`config.mk`:
```
export PLATFORM = sky130hd
export DESIGN_NAME = bec_sqrt
export DESIGN_NICKNAME = d
export VERILOG_FILES = /design/src/hw/rtl/bec_pkg.sv /design/src/hw/rtl/bec_sqrt.sv
export SDC_FILE = /design/constraint.sdc
export NUM_CORES = 2
export LEC_CHECK = 0
export BUFFER_PORTS_ARGS = -buffer_cell sky130_fd_sc_hd__buf_2
export CAP_MARGIN = 40
export CORE_MARGIN = 8
export CORE_UTILIZATION = 30
export DETAILED_ROUTE_END_ITERATION = 8
export GPL_TIMING_DRIVEN = 0
export PLACE_DENSITY = 0.41
export REMOVE_ABC_BUFFERS = 1
export SLEW_MARGIN = 20
export SYNTH_ARGS = -nofsm -noshare
export SYNTH_HDL_FRONTEND = slang
export SYNTH_MEMORY_MAX_BITS = 65536
export SYNTH_SLANG_ARGS = --single-unit
```
`constraint.sdc`:
```
create_clock -name clk -period 3.5 [get_ports clk]
set_input_delay 0.175 -clock clk [delete_from_list [all_inputs] [get_ports clk]]
set_output_delay 0.175 -clock clk [all_outputs]
set_load 0.05 [all_outputs]
```
`src/hw/rtl/bec_pkg.sv`:
```
`default_nettype none
package bec_pkg;

  // bond modes
  localparam logic [1:0] MODE_CENTRE = 2'd0;
  localparam logic [1:0] MODE_PLANE  = 2'd1;

  // field widths
  localparam int COORD_W = 32;
  localparam int SIZE_W  = 16;
  localparam int DIFF_W  = 33;
  localparam int MAG_W   = 32;
  localparam int SQ_W    = 66;
  localparam int LEN_W   = 34;
  localparam int RAD_W   = 23;
  localparam int SUM_W   = 24;

  // quotient width of the shrink and trim dividers: a shrunk radius and a
  // trim offset never exceed the radius they come from
  localparam int QUO_W   = RAD_W;

  // square root steps and divider steps
  localparam int SQRT_STEPS = 34;
  localparam int DIV_STEPS  = QUO_W;

  typedef struct packed {
    logic signed [COORD_W-1:0] first_x;
    logic signed [COORD_W-1:0] first_y;
    logic signed [COORD_W-1:0] first_z;
    logic signed [COORD_W-1:0] second_x;
    logic signed [COORD_W-1:0] second_y;
    logic signed [COORD_W-1:0] second_z;
    logic [SIZE_W-1:0]         first_size;
    logic [SIZE_W-1:0]         second_size;
  } bond_in_t;

  typedef struct packed {
    logic signed [COORD_W-1:0] start_x;
    logic signed [COORD_W-1:0] start_y;
    logic signed [COORD_W-1:0] end_x;
    logic signed [COORD_W-1:0] end_y;
  } bond_out_t;

  // radius in Q16.16: round(size * 102.4) = (size * 512 + 2) / 5
  function automatic logic [RAD_W-1:0] radius_of(input logic [SIZE_W-1:0] size);
    logic [27:0] num;
    logic [55:0] prod;
    begin
      num  = {3'b0, size, 9'b0} + 28'd2;
      // divide by 5: multiply by ceil(2^26/5) then shift, exact for num < 2^26
      prod = {28'b0, num} * 56'd13421773;
      radius_of = prod[26 +: RAD_W];
    end
  endfunction

endpackage
`default_nettype wire

```
`src/hw/rtl/bec_sqrt.sv`:
```
`default_nettype none
// pipelined restoring square root, one result bit per stage
module bec_sqrt #(
  parameter int STEPS = bec_pkg::SQRT_STEPS
) (
  input  wire logic                     clk,
  input  wire logic                     en,
  input  wire logic [2*STEPS-1:0]       rad,
  output logic      [STEPS-1:0]         root
);
  import bec_pkg::*;

  localparam int RW = STEPS + 2;

  logic [2*STEPS-1:0] rad_r [STEPS];
  logic [RW-1:0]      rem_r [STEPS];
  logic [STEPS-1:0]   q_r   [STEPS];

  genvar g;
  generate
    for (g = 0; g < STEPS; g++) begin : g_stage
      logic [2*STEPS-1:0] rad_in;
      logic [RW-1:0]      rem_in;
      logic [STEPS-1:0]   q_in;
      logic [RW-1:0]      shifted;
      if (g == 0) begin : g_first
        assign rad_in = rad;
        assign rem_in = '0;
        assign q_in   = '0;
      end else begin : g_next
        assign rad_in = rad_r[g-1];
        assign rem_in = rem_r[g-1];
        assign q_in   = q_r[g-1];
      end
      // bring down two bits, try 4q+1
      assign shifted = {rem_in[RW-3:0], rad_in[2*STEPS-1 -: 2]};
      always_ff @(posedge clk) begin
        if (en) begin
          rad_r[g] <= {rad_in[2*STEPS-3:0], 2'b00};
          if (shifted >= {q_in, 2'b01}) begin
            rem_r[g] <= shifted - {q_in, 2'b01};
            q_r[g]   <= {q_in[STEPS-2:0], 1'b1};
          end else begin
            rem_r[g] <= shifted;
            q_r[g]   <= {q_in[STEPS-2:0], 1'b0};
          end
        end
      end
    end
  endgenerate

  assign root = q_r[STEPS-1];

endmodule
`default_nettype wire

```
==> reports/metrics.cfg <==
[setup_path]
cp_max_fo=3
path_class=reg2reg
crit_chain=ha_4, a21o_1, a21o_1, a21oi_2, a21boi_2, o21a_1, o31a_1, o41a_1, or4_4, or4_4, nor3_2, xor2_1
critical_path_required_ns=4.17
crit_path_end_kind=flop
max_stage_delay_ns=0.47
critPathArrivalTime_ns=4.30
startpoint_type=flop
cp_slowest_cell=or4_4

[placement]
place_congestion=0.8364
dpl_cell_area_um2=137200
portBuffers=103
dp.cells=15540
dp_hpwl_um=200600

[sta]
setup_viol=33
postLayoutSetupSlackWorst_ns=-0.1301
period_minus_slack_ns=3.630
worst_pin_slew_ns=1.080
slew_violations=0
tns_ns=-1.618
fmax_mhz=275.5
clock-skew-final_ns=0.04510
holdWs_ns=0.09555
timing_hold_violations_final=0
rsz0062_at_grt=yes
max-slew-margin-rel_pct=27.32
timing.final.crit_share_pct=103.7

[die]
die_height_um=671.7
dieArea_um2=451100
rows=240
fp.coreArea_um2=427600
start_util_pct=30.16
ios=104
die_x_um=671.7

[clocking]
root_buffer=clkbuf_16
cts_tree=built
clk_pin_slew_ns=0.06
cts_buffers=342
clockBufferDepth=4
clock_latency_ns=0.94
cts-htree-levels=5
clkSinkCount=2788

[yosys]
avgSynthCellArea_um2=13.06
ys_types=98
ys_seq_area_share_pct=64.91
synth.top_cell.area_share_pct=64.89
ys.flop_type=edfxtp_1
synth_area_um2=129000
synth-edff-count=2787
synth_top_area_cell=edfxtp_1
syn_inst=9874
yosys_register_bits=2788
yosysMostFrequentCell=edfxtp_1
synthTopCellsByArea=edfxtp_1, ha_1, xor2_1, xnor2_1, inv_1
yosys_warnings=0
synthArstFlopShare_pct=0
synth_commonest_cells=edfxtp_1, inv_1, nand2_1

[global_routing]
grt_pass1_vias=78930
gr-total-overflow=0
grt_start_max_net_pins=150
antenna_found_initial=5
grtUsageTotal_pct=12.75
grt_pass1_wl_um=461600

[routing]
vias_per_cell=4.680
drt.antenna.violating_nets=0
wl_um=301500
firstDrtPassIters=7
dr_total_vias=77940
drc_errors=0
wl_per_cell_um=18.11
drtIter0Drc=4497

[cells_and_area]
fill_cells=40950
fin_nets=11400
finalNonFillerCells=16650
post-route-cell-area_um2=156800
drive_above_1_share_pct=15.51
final_core_util_pct=36.67
area_growth_pct=21.58

[outcome]
outcome=finished with violations
violations=negative setup slack

[pwr]
irDropWorstVdd_mv=0.4090
p_per_area_nw_per_um2=649.0
leakagePower_nw=59.42

[min_path]
hp-class=in2reg

[flow_run]
drv_cap=0

==> layout by cell type (no fill, tap or decap), types with 318 or more instances in the layout <==
cell type and n:
edfxtp_1 2787, inv_1 791, nand2_1 659, ha_1 556
a21oi_1 555, nor2_1 493, xor2_1 453, o21ai_0 449
xnor2_1 429, clkbuf_16 350, a21o_1 318
==> power breakdown <==
group / total (mW) / switching (mW) / internal, mW
combinational: 22.6 / 12.5 / 10.1
clock: 34.1 / 14.2 / 19.9
sequential: 45.1 / 2.78 / 42.3
total: 102 / 29.5 / 72.3
==> registers in the layout (all words and copies together), names as in the netlist <==
| signal | count |
|---|---|
| rad_r | 1122 |
| rem_r | 1071 |
| q_r | 595 |
==> area by class of cell <==
cell class,count,area (um^2),area share (%)
diodes,5,12.51,0.007980
clock buffers,407,8909,5.682
clock inverters,206,1813,1.156
inverters,813,3112,1.985
multi-input cells,6079,45290,28.88
flip-flops and latches,2788,83710,53.39
well taps,5687,7116,4.538
repair buffers,669,6832,4.357
==> cells by family after synthesis <==
family | share of synthesized area, %
adder cells (fa/ha/maj) | 6.132
multiplexers | 0.8877
AO/OA/AOI/OAI | 9.439
XOR/XNOR | 6.031
AND/OR/NAND/NOR | 9.622
flip-flops | 64.91
buffers and inverters | 2.978
==> worst paths after layout <==
kind                startpoint  cells past startpoint      endpoint  slack [ns]
setup / recovery   rem_r[6][3]                     12  rem_r[6][69]       -0.13
hold reg to reg   rad_r[8][31]                      0  rad_r[9][33]        0.39
setup reg to reg   rem_r[6][3]                     12  rem_r[6][69]       -0.13
hold / removal              en                      4  rad_r[1][42]         0.1
==> metal layers <==
layer  vias to the layer above  GRT usage (%)  share of wire, %
met5                         -              0                 0
met4                         0          4.687               3.7
met3                       573          1.700               3.4
met2                      1243          21.56                48
met1                     37970          16.69                45
li1                      38150              -                 -
==> through the flow <==
step                      total power, mW  setup WS (ns)
after floorplan                     58.85         -4.672
after global placement              60.91         -66.48
after detailed placement            65.40         -3.694
after CTS                           102.4        -0.1351
after global routing                107.4        -0.2805
final                               101.8        -0.1301
==> worst max-delay path, delay by kind of cell (launching register included) <==
| family | cells | cell delay [ns] |
|---|---|---|
| compound gates | 7 | 1.52 |
| xor+xnor | 1 | 0.08 |
| fa+ha+maj | 1 | 0.27 |
| flops | 1 | 0.44 |
| simple gates | 3 | 1.05 |
==> timing repair <==
action,4_1_cts,5_1_grt
setup endpoints to repair,957,536
gates cloned,34,4
resized for setup,476,402
hold endpoints to repair,308,0
pin swaps,116,169
buffers inserted,169,150
hold buffers,144,0
Power figures use the tool's default switching activity.
