===== config.mk =====
export PLATFORM = sky130hd
export DESIGN_NAME = bec_div
export DESIGN_NICKNAME = d
export VERILOG_FILES = /design/src/hw/rtl/bec_pkg.sv /design/src/hw/rtl/bec_div.sv
export SDC_FILE = /design/constraint.sdc
export NUM_CORES = 2
export LEC_CHECK = 0
export ABC_AREA = 1
export BUFFER_PORTS_ARGS = -buffer_cell sky130_fd_sc_hd__buf_2
export CORE_MARGIN = 2
export CORE_UTILIZATION = 60
export CTS_BUF_LIST = sky130_fd_sc_hd__clkbuf_8
export DETAILED_ROUTE_END_ITERATION = 8
export GPL_TIMING_DRIVEN = 0
export HOLD_SLACK_MARGIN = 0.03
export MAX_ROUTING_LAYER = met4
export PLACE_DENSITY = 0.8
export RECOVER_POWER = 50
export REMOVE_ABC_BUFFERS = 1
export SETUP_SLACK_MARGIN = 0.1
export SLEW_MARGIN = 40
export SYNTH_ARGS = -nofsm -noshare
export SYNTH_HDL_FRONTEND = slang
export SYNTH_SLANG_ARGS = --single-unit

===== constraint.sdc =====
create_clock -name clk -period 2.6 [get_ports clk]
set_clock_uncertainty 0.05 [all_clocks]
set_input_delay 0.65 -clock clk [delete_from_list [all_inputs] [get_ports clk]]
set_output_delay 0.65 -clock clk [all_outputs]
set_load 0.02 [all_outputs]

===== src/hw/rtl/bec_pkg.sv =====
`default_nettype none
package bec_pkg;

  // bond modes
  localparam logic [1:0] MODE_CENTRE = 2'd0;
  localparam logic [1:0] MODE_PLANE  = 2'd1;

  // field widths
  localparam int COORD_W = 32;
  localparam int SIZE_W  = 16;
  localparam int DIFF_W  = 33;
  localparam int MAG_W   = 32;
  localparam int SQ_W    = 66;
  localparam int LEN_W   = 34;
  localparam int RAD_W   = 23;
  localparam int SUM_W   = 24;

  // quotient width of the shrink and trim dividers: a shrunk radius and a
  // trim offset never exceed the radius they come from
  localparam int QUO_W   = RAD_W;

  // square root steps and divider steps
  localparam int SQRT_STEPS = 34;
  localparam int DIV_STEPS  = QUO_W;

  typedef struct packed {
    logic signed [COORD_W-1:0] first_x;
    logic signed [COORD_W-1:0] first_y;
    logic signed [COORD_W-1:0] first_z;
    logic signed [COORD_W-1:0] second_x;
    logic signed [COORD_W-1:0] second_y;
    logic signed [COORD_W-1:0] second_z;
    logic [SIZE_W-1:0]         first_size;
    logic [SIZE_W-1:0]         second_size;
  } bond_in_t;

  typedef struct packed {
    logic signed [COORD_W-1:0] start_x;
    logic signed [COORD_W-1:0] start_y;
    logic signed [COORD_W-1:0] end_x;
    logic signed [COORD_W-1:0] end_y;
  } bond_out_t;

  // radius in Q16.16: round(size * 102.4) = (size * 512 + 2) / 5
  function automatic logic [RAD_W-1:0] radius_of(input logic [SIZE_W-1:0] size);
    logic [27:0] num;
    logic [55:0] prod;
    begin
      num  = {3'b0, size, 9'b0} + 28'd2;
      // divide by 5: multiply by ceil(2^26/5) then shift, exact for num < 2^26
      prod = {28'b0, num} * 56'd13421773;
      radius_of = prod[26 +: RAD_W];
    end
  endfunction

endpackage
`default_nettype wire


===== src/hw/rtl/bec_div.sv =====
`default_nettype none
// pipelined restoring divider, one quotient bit per stage
// the numerator bits above the low STEPS bits form the first partial
// remainder, so they must stay below den for the quotient to fit STEPS bits
module bec_div #(
  parameter int NW    = bec_pkg::RAD_W + bec_pkg::SUM_W,
  parameter int DW    = bec_pkg::SUM_W,
  parameter int STEPS = bec_pkg::DIV_STEPS
) (
  input  wire logic             clk,
  input  wire logic             en,
  input  wire logic [NW-1:0]    num,
  input  wire logic [DW-1:0]    den,
  output logic      [STEPS-1:0] quo
);
  import bec_pkg::*;

  logic [STEPS-1:0] low_r [STEPS];
  logic [DW-1:0]    den_r [STEPS];
  logic [DW-1:0]    rem_r [STEPS];
  logic [STEPS-1:0] q_r   [STEPS];

  genvar g;
  generate
    for (g = 0; g < STEPS; g++) begin : g_stage
      logic [STEPS-1:0] low_in;
      logic [DW-1:0]    den_in;
      logic [DW-1:0]    rem_in;
      logic [STEPS-1:0] q_in;
      logic [DW:0]      sh;
      if (g == 0) begin : g_first
        assign low_in = num[STEPS-1:0];
        assign den_in = den;
        assign rem_in = DW'(num[NW-1:STEPS]);
        assign q_in   = '0;
      end else begin : g_next
        assign low_in = low_r[g-1];
        assign den_in = den_r[g-1];
        assign rem_in = rem_r[g-1];
        assign q_in   = q_r[g-1];
      end
      // bring down the next numerator bit, msb first
      assign sh = {rem_in, low_in[STEPS-1]};
      always_ff @(posedge clk) begin
        if (en) begin
          low_r[g] <= {low_in[STEPS-2:0], 1'b0};
          den_r[g] <= den_in;
          if (sh >= {1'b0, den_in}) begin
            rem_r[g] <= DW'(sh - {1'b0, den_in});
            q_r[g]   <= {q_in[STEPS-2:0], 1'b1};
          end else begin
            rem_r[g] <= sh[DW-1:0];
            q_r[g]   <= {q_in[STEPS-2:0], 1'b0};
          end
        end
      end
    end
  endgenerate

  assign quo = q_r[STEPS-1];

endmodule
`default_nettype wire


==> impl.org <==
** Synth
- Number of warnings reported in the yosys synthesis log :: 0
- Share of synthesized registers carrying an async set or reset :: 0%
- Number of synthesized flops with an enable pin :: approximately 1600
- Avg Inst Size Synth :: 7.992 um^2
- Cell count after synthesis :: 12180
- For this run, the leading register cell type out of synthesis is sky130_fd_sc_hd__edfxtp_1.
- The share of the Yosys chip area taken by registers is between 40% and 50%.
- Yosys mapped the design onto 36 distinct sky130hd cell types.
- FF+latch count, synth :: 1585
- The synthesized netlist occupies a cell area of 0.09736 mm^2.

** Placement
- The congestion estimate from routability-driven global placement came to approximately 1.
- Area after DPL :: 0.09993 mm^2
- Placement-stage worst setup slack :: -3.394 ns
- Buffers placed on the I/O ports in this run total 95.
- Post-detailed-placement half-perimeter wirelength :: slightly below 200 mm

** Finish
- In the final design database the tool counted around 14000 nets.
- The library cell used most frequently in the layout, excluding fill and tap cells, is sky130_fd_sc_hd__nand2_1.
- Once layout is done, the placed cells without fillers occupy 0.1155 mm^2.
- Filler cells :: approximately 12000
- Final core area utilization :: 71.78%
- Relative to the synthesized area, the layout overhead comes to 18.66%.
- Leading cell types in the layout, fill and taps excluded :: sky130_fd_sc_hd__nand2_1, sky130_fd_sc_hd__inv_1, sky130_fd_sc_hd__edfxtp_1, sky130_fd_sc_hd__nand3_1, sky130_fd_sc_hd__nor2_1
- Share of post-route cells with drive strength above 1 :: 12.83%

** STA
- In the finished design, the share of the clock period the worst path needs comes to 97.52%.
- Headroom to the max-slew limit came out at -38.36%.
- Clock period minus worst slack :: 2.535 ns
- The max-slew violation count was 187.
- Final setup vio count :: 0
- Setup repair after global routing could not meet its margin everywhere.
- The final hold violation count came to 0.
- Timing would allow up to between 300 and 400 MHz.
- Pin slew with the least headroom to its limit :: 2.075 ns
- Setup slack closes at about 0.065 ns.
- Aggregate negative setup slack :: 0 ns

** Critical path
- The setup path with the least slack is of type reg2reg.
- Critical path endpoint :: rem_r[1][17]$_DFFE_PP_
- The most critical setup path has its startpoint at den_r[0][179]$_DFFE_PP_.
- Cell-by-cell trace of the critical path :: inv_1 > ha_4 > nand2_2 > inv_1 > a21oi_2 > inv_1 > a21oi_4 > nand2_4 > nand2_8 > nand2_8 > nand2_1 > nand2_1
- The worst setup path is launched from a register.
- The worst setup path is captured at a register.
- Slowest cell delay on critical path :: 0.47 ns
- Reg-to-reg endpoint :: rem_r[1][17]$_DFFE_PP_
- Register-to-Register Setup Slack :: 0.06 ns
- Among all stages on the critical path, the largest delay is contributed by sky130_fd_sc_hd__edfxtp_1.
- At the worst endpoint, the arrival time is 3.26 ns.
- In this run the worst path has a maximum fanout of 13.
- R2R depth :: 12
- Crit path top cell by count :: sky130_fd_sc_hd__inv_1
- Beginning of the worst register-to-register path :: den_r[0][179]$_DFFE_PP_
- Data on the critical path is required at its endpoint by 3.33 ns.

** Run status
- Result of the run :: finished, violations left
- Failing checks :: capacitance limit, slew limit

** Die
- The die is a little over 400 um tall.
- I/O pin cnt :: 96
- Total die area :: 0.1655 mm^2
- # rows :: 147
- Starting density of the core :: 60.50%
- Standard cell core area :: around 0.16 mm^2
- Horizontal die dimension :: between 400 and 500 um

** Route
- Once detail routing completed, the nets flagged for antenna violations numbered 0.
- The first routing iteration left approximately 10000 violations.
- Using the TritonRoute via totals, the vias-per-cell ratio works out to between 5 and 6.
- Wirelength per Cell :: around 19 um
- Across all layers, the routed design uses 83680 vias.
- Before antenna repair, the detailed router went through 9 iterations.
- Final wirelength :: 293.3 mm
- DRC viols :: 0

** Clock network
- Maximum clock insertion buffer count :: 4
- TritonCTS built the clock tree.
- Level count of the clock H-tree :: 5
- In this run, CTS created clock tree buffers numbering 281.
- Clock slew at reported path FFs :: 0.08 ns
- The clock net in this run drives a total of around 1600 sinks.
- Cell at the root of the clock tree :: sky130_fd_sc_hd__clkbuf_8
- The later pin in the worst-skew pair is clocked with a latency of roughly 1.1 ns.

** Job
- Max-cap violations in this run came to 3.

** Pwr
- Power Density :: 1090 mW/mm^2
- The worst-case IR drop observed on VDD is 817.3 uV.
- Leakage Power :: 56.71 nW
- Final Total Pwr :: 125.9 mW

** Global routing
- Number of antenna violations at the first check in global routing :: 8
- Final global-route overflow total :: 0
- The first global-routing pass estimated 425.7 mm of wire.
- The number of global-route vias before repair was about 75000.
- Entering global routing, the biggest net connects ~120 pins.
- Overall track demand over capacity in global routing :: 34.54%

** Min path
- WHS Path Cells :: 2
- Kind of path behind the tightest hold check :: in2reg
-- cell type report --
cell class              count  area (um^2)  area share, %
well taps                2160         2703          2.339
flip-flops and latches   1585        47590          41.19
clock inverters           181         1008         0.8729
multi-input cells        8073        46170          39.96
repair buffers            578         4942          4.278
inverters                2441         9170          7.938
diodes                     10        25.02        0.02166
clock buffers             285         3923          3.395
-- synth_stat cells, types with 33 or more instances --
library cell / count / share of area (%)
sky130_fd_sc_hd__a21oi_1: 288 / 1.5
sky130_fd_sc_hd__buf_2: 75 / 0.39
sky130_fd_sc_hd__buf_6: 44 / 0.51
sky130_fd_sc_hd__edfxtp_1: 1584 / 49
sky130_fd_sc_hd__ha_1: 552 / 7.1
sky130_fd_sc_hd__inv_1: 2426 / 9.4
sky130_fd_sc_hd__nand2_1: 4766 / 18
sky130_fd_sc_hd__nand2_2: 33 / 0.21
sky130_fd_sc_hd__nand3_1: 1036 / 5.3
sky130_fd_sc_hd__nand4_1: 128 / 0.82
sky130_fd_sc_hd__nor2_1: 625 / 2.4
sky130_fd_sc_hd__nor2_2: 40 / 0.26
sky130_fd_sc_hd__nor3_1: 84 / 0.43
sky130_fd_sc_hd__xor2_1: 221 / 2.0
-- cells by family (layout without fill, tap and decap cells) --
kind of cell	Yosys count	in the layout	synth area share (%)
AO/OA/AOI/OAI	333	342	1.876
XOR/XNOR	240	240	2.159
adder cells (fa/ha/maj)	574	574	7.546
buffers and inverters	2602	3485	10.53
flip-flops	1585	1585	48.88
other	0	10	0
AND/OR/NAND/NOR	6848	6917	29.02
-- critical path: cells and delay by family (launching register included) --
family          cells  cell delay (ns)
fa+ha+maj           1             0.22
flops               1             0.47
buf+inv             3             0.33
compound gates      2             0.45
simple gates        6             0.73
-- through the flow --
stage                     instances  hold slack [ns]
final                         15310           0.1426
after global placement        14280           0.3501
after detailed placement      14290           0.3545
after floorplan               12020           0.3503
after CTS                     15060          0.08679
after global routing          15310           0.1464
-- metal layers --
layer / track usage (%) / up-vias / part of all wire [%] / routed length, um
li1: - / 40070 / - / -
met1: 46.57 / 38600 / 41 / 120600
met2: 52.84 / 4187 / 45 / 133300
met3: 5.501 / 822 / 9.4 / 27640
met4: 13.03 / 0 / 4.0 / 11760
met5: - / - / 0 / 0
-- where the power goes --
part,internal [mW],switching [mW],leakage [nW]
Sequential,35.9,5.00,15.5
Clock,11.0,10.3,2.75
Combinational,22.7,41.1,38.4
-- registers in the layout, indices dropped and copies added, names as in the netlist --
signal,count
q_r,276
low_r,253
rem_r,528
den_r,528
-- worst min-delay path by stage --
stage	startpoint	endpoint	slack, ns
3_3_place_gp	low_r[0][41]$_DFFE_PP_	low_r[0][64]$_DFFE_PP_	0.35
5_1_grt	en	den_r[2][104]$_DFFE_PP_	0.15
4_1_cts	en	rem_r[2][125]$_DFFE_PP_	0.09
2_1_floorplan	low_r[0][77]$_DFFE_PP_	low_r[0][100]$_DFFE_PP_	0.35
3_5_place_dp	low_r[0][123]$_DFFE_PP_	low_r[0][146]$_DFFE_PP_	0.35
6_report	en	rem_r[2][138]$_DFFE_PP_	0.14
-- repair_timing --
item                                    4_1_cts  5_1_grt
endpoints found under the setup margin      792      664
setup buffers                               154      220
cloned                                       75       23
endpoints found under the hold margin       119        0
pin swaps                                    82       95
hold buffers                                 73        0
resized for setup                           340      652
No activity file was read; power rests on OpenSTA's default activity.
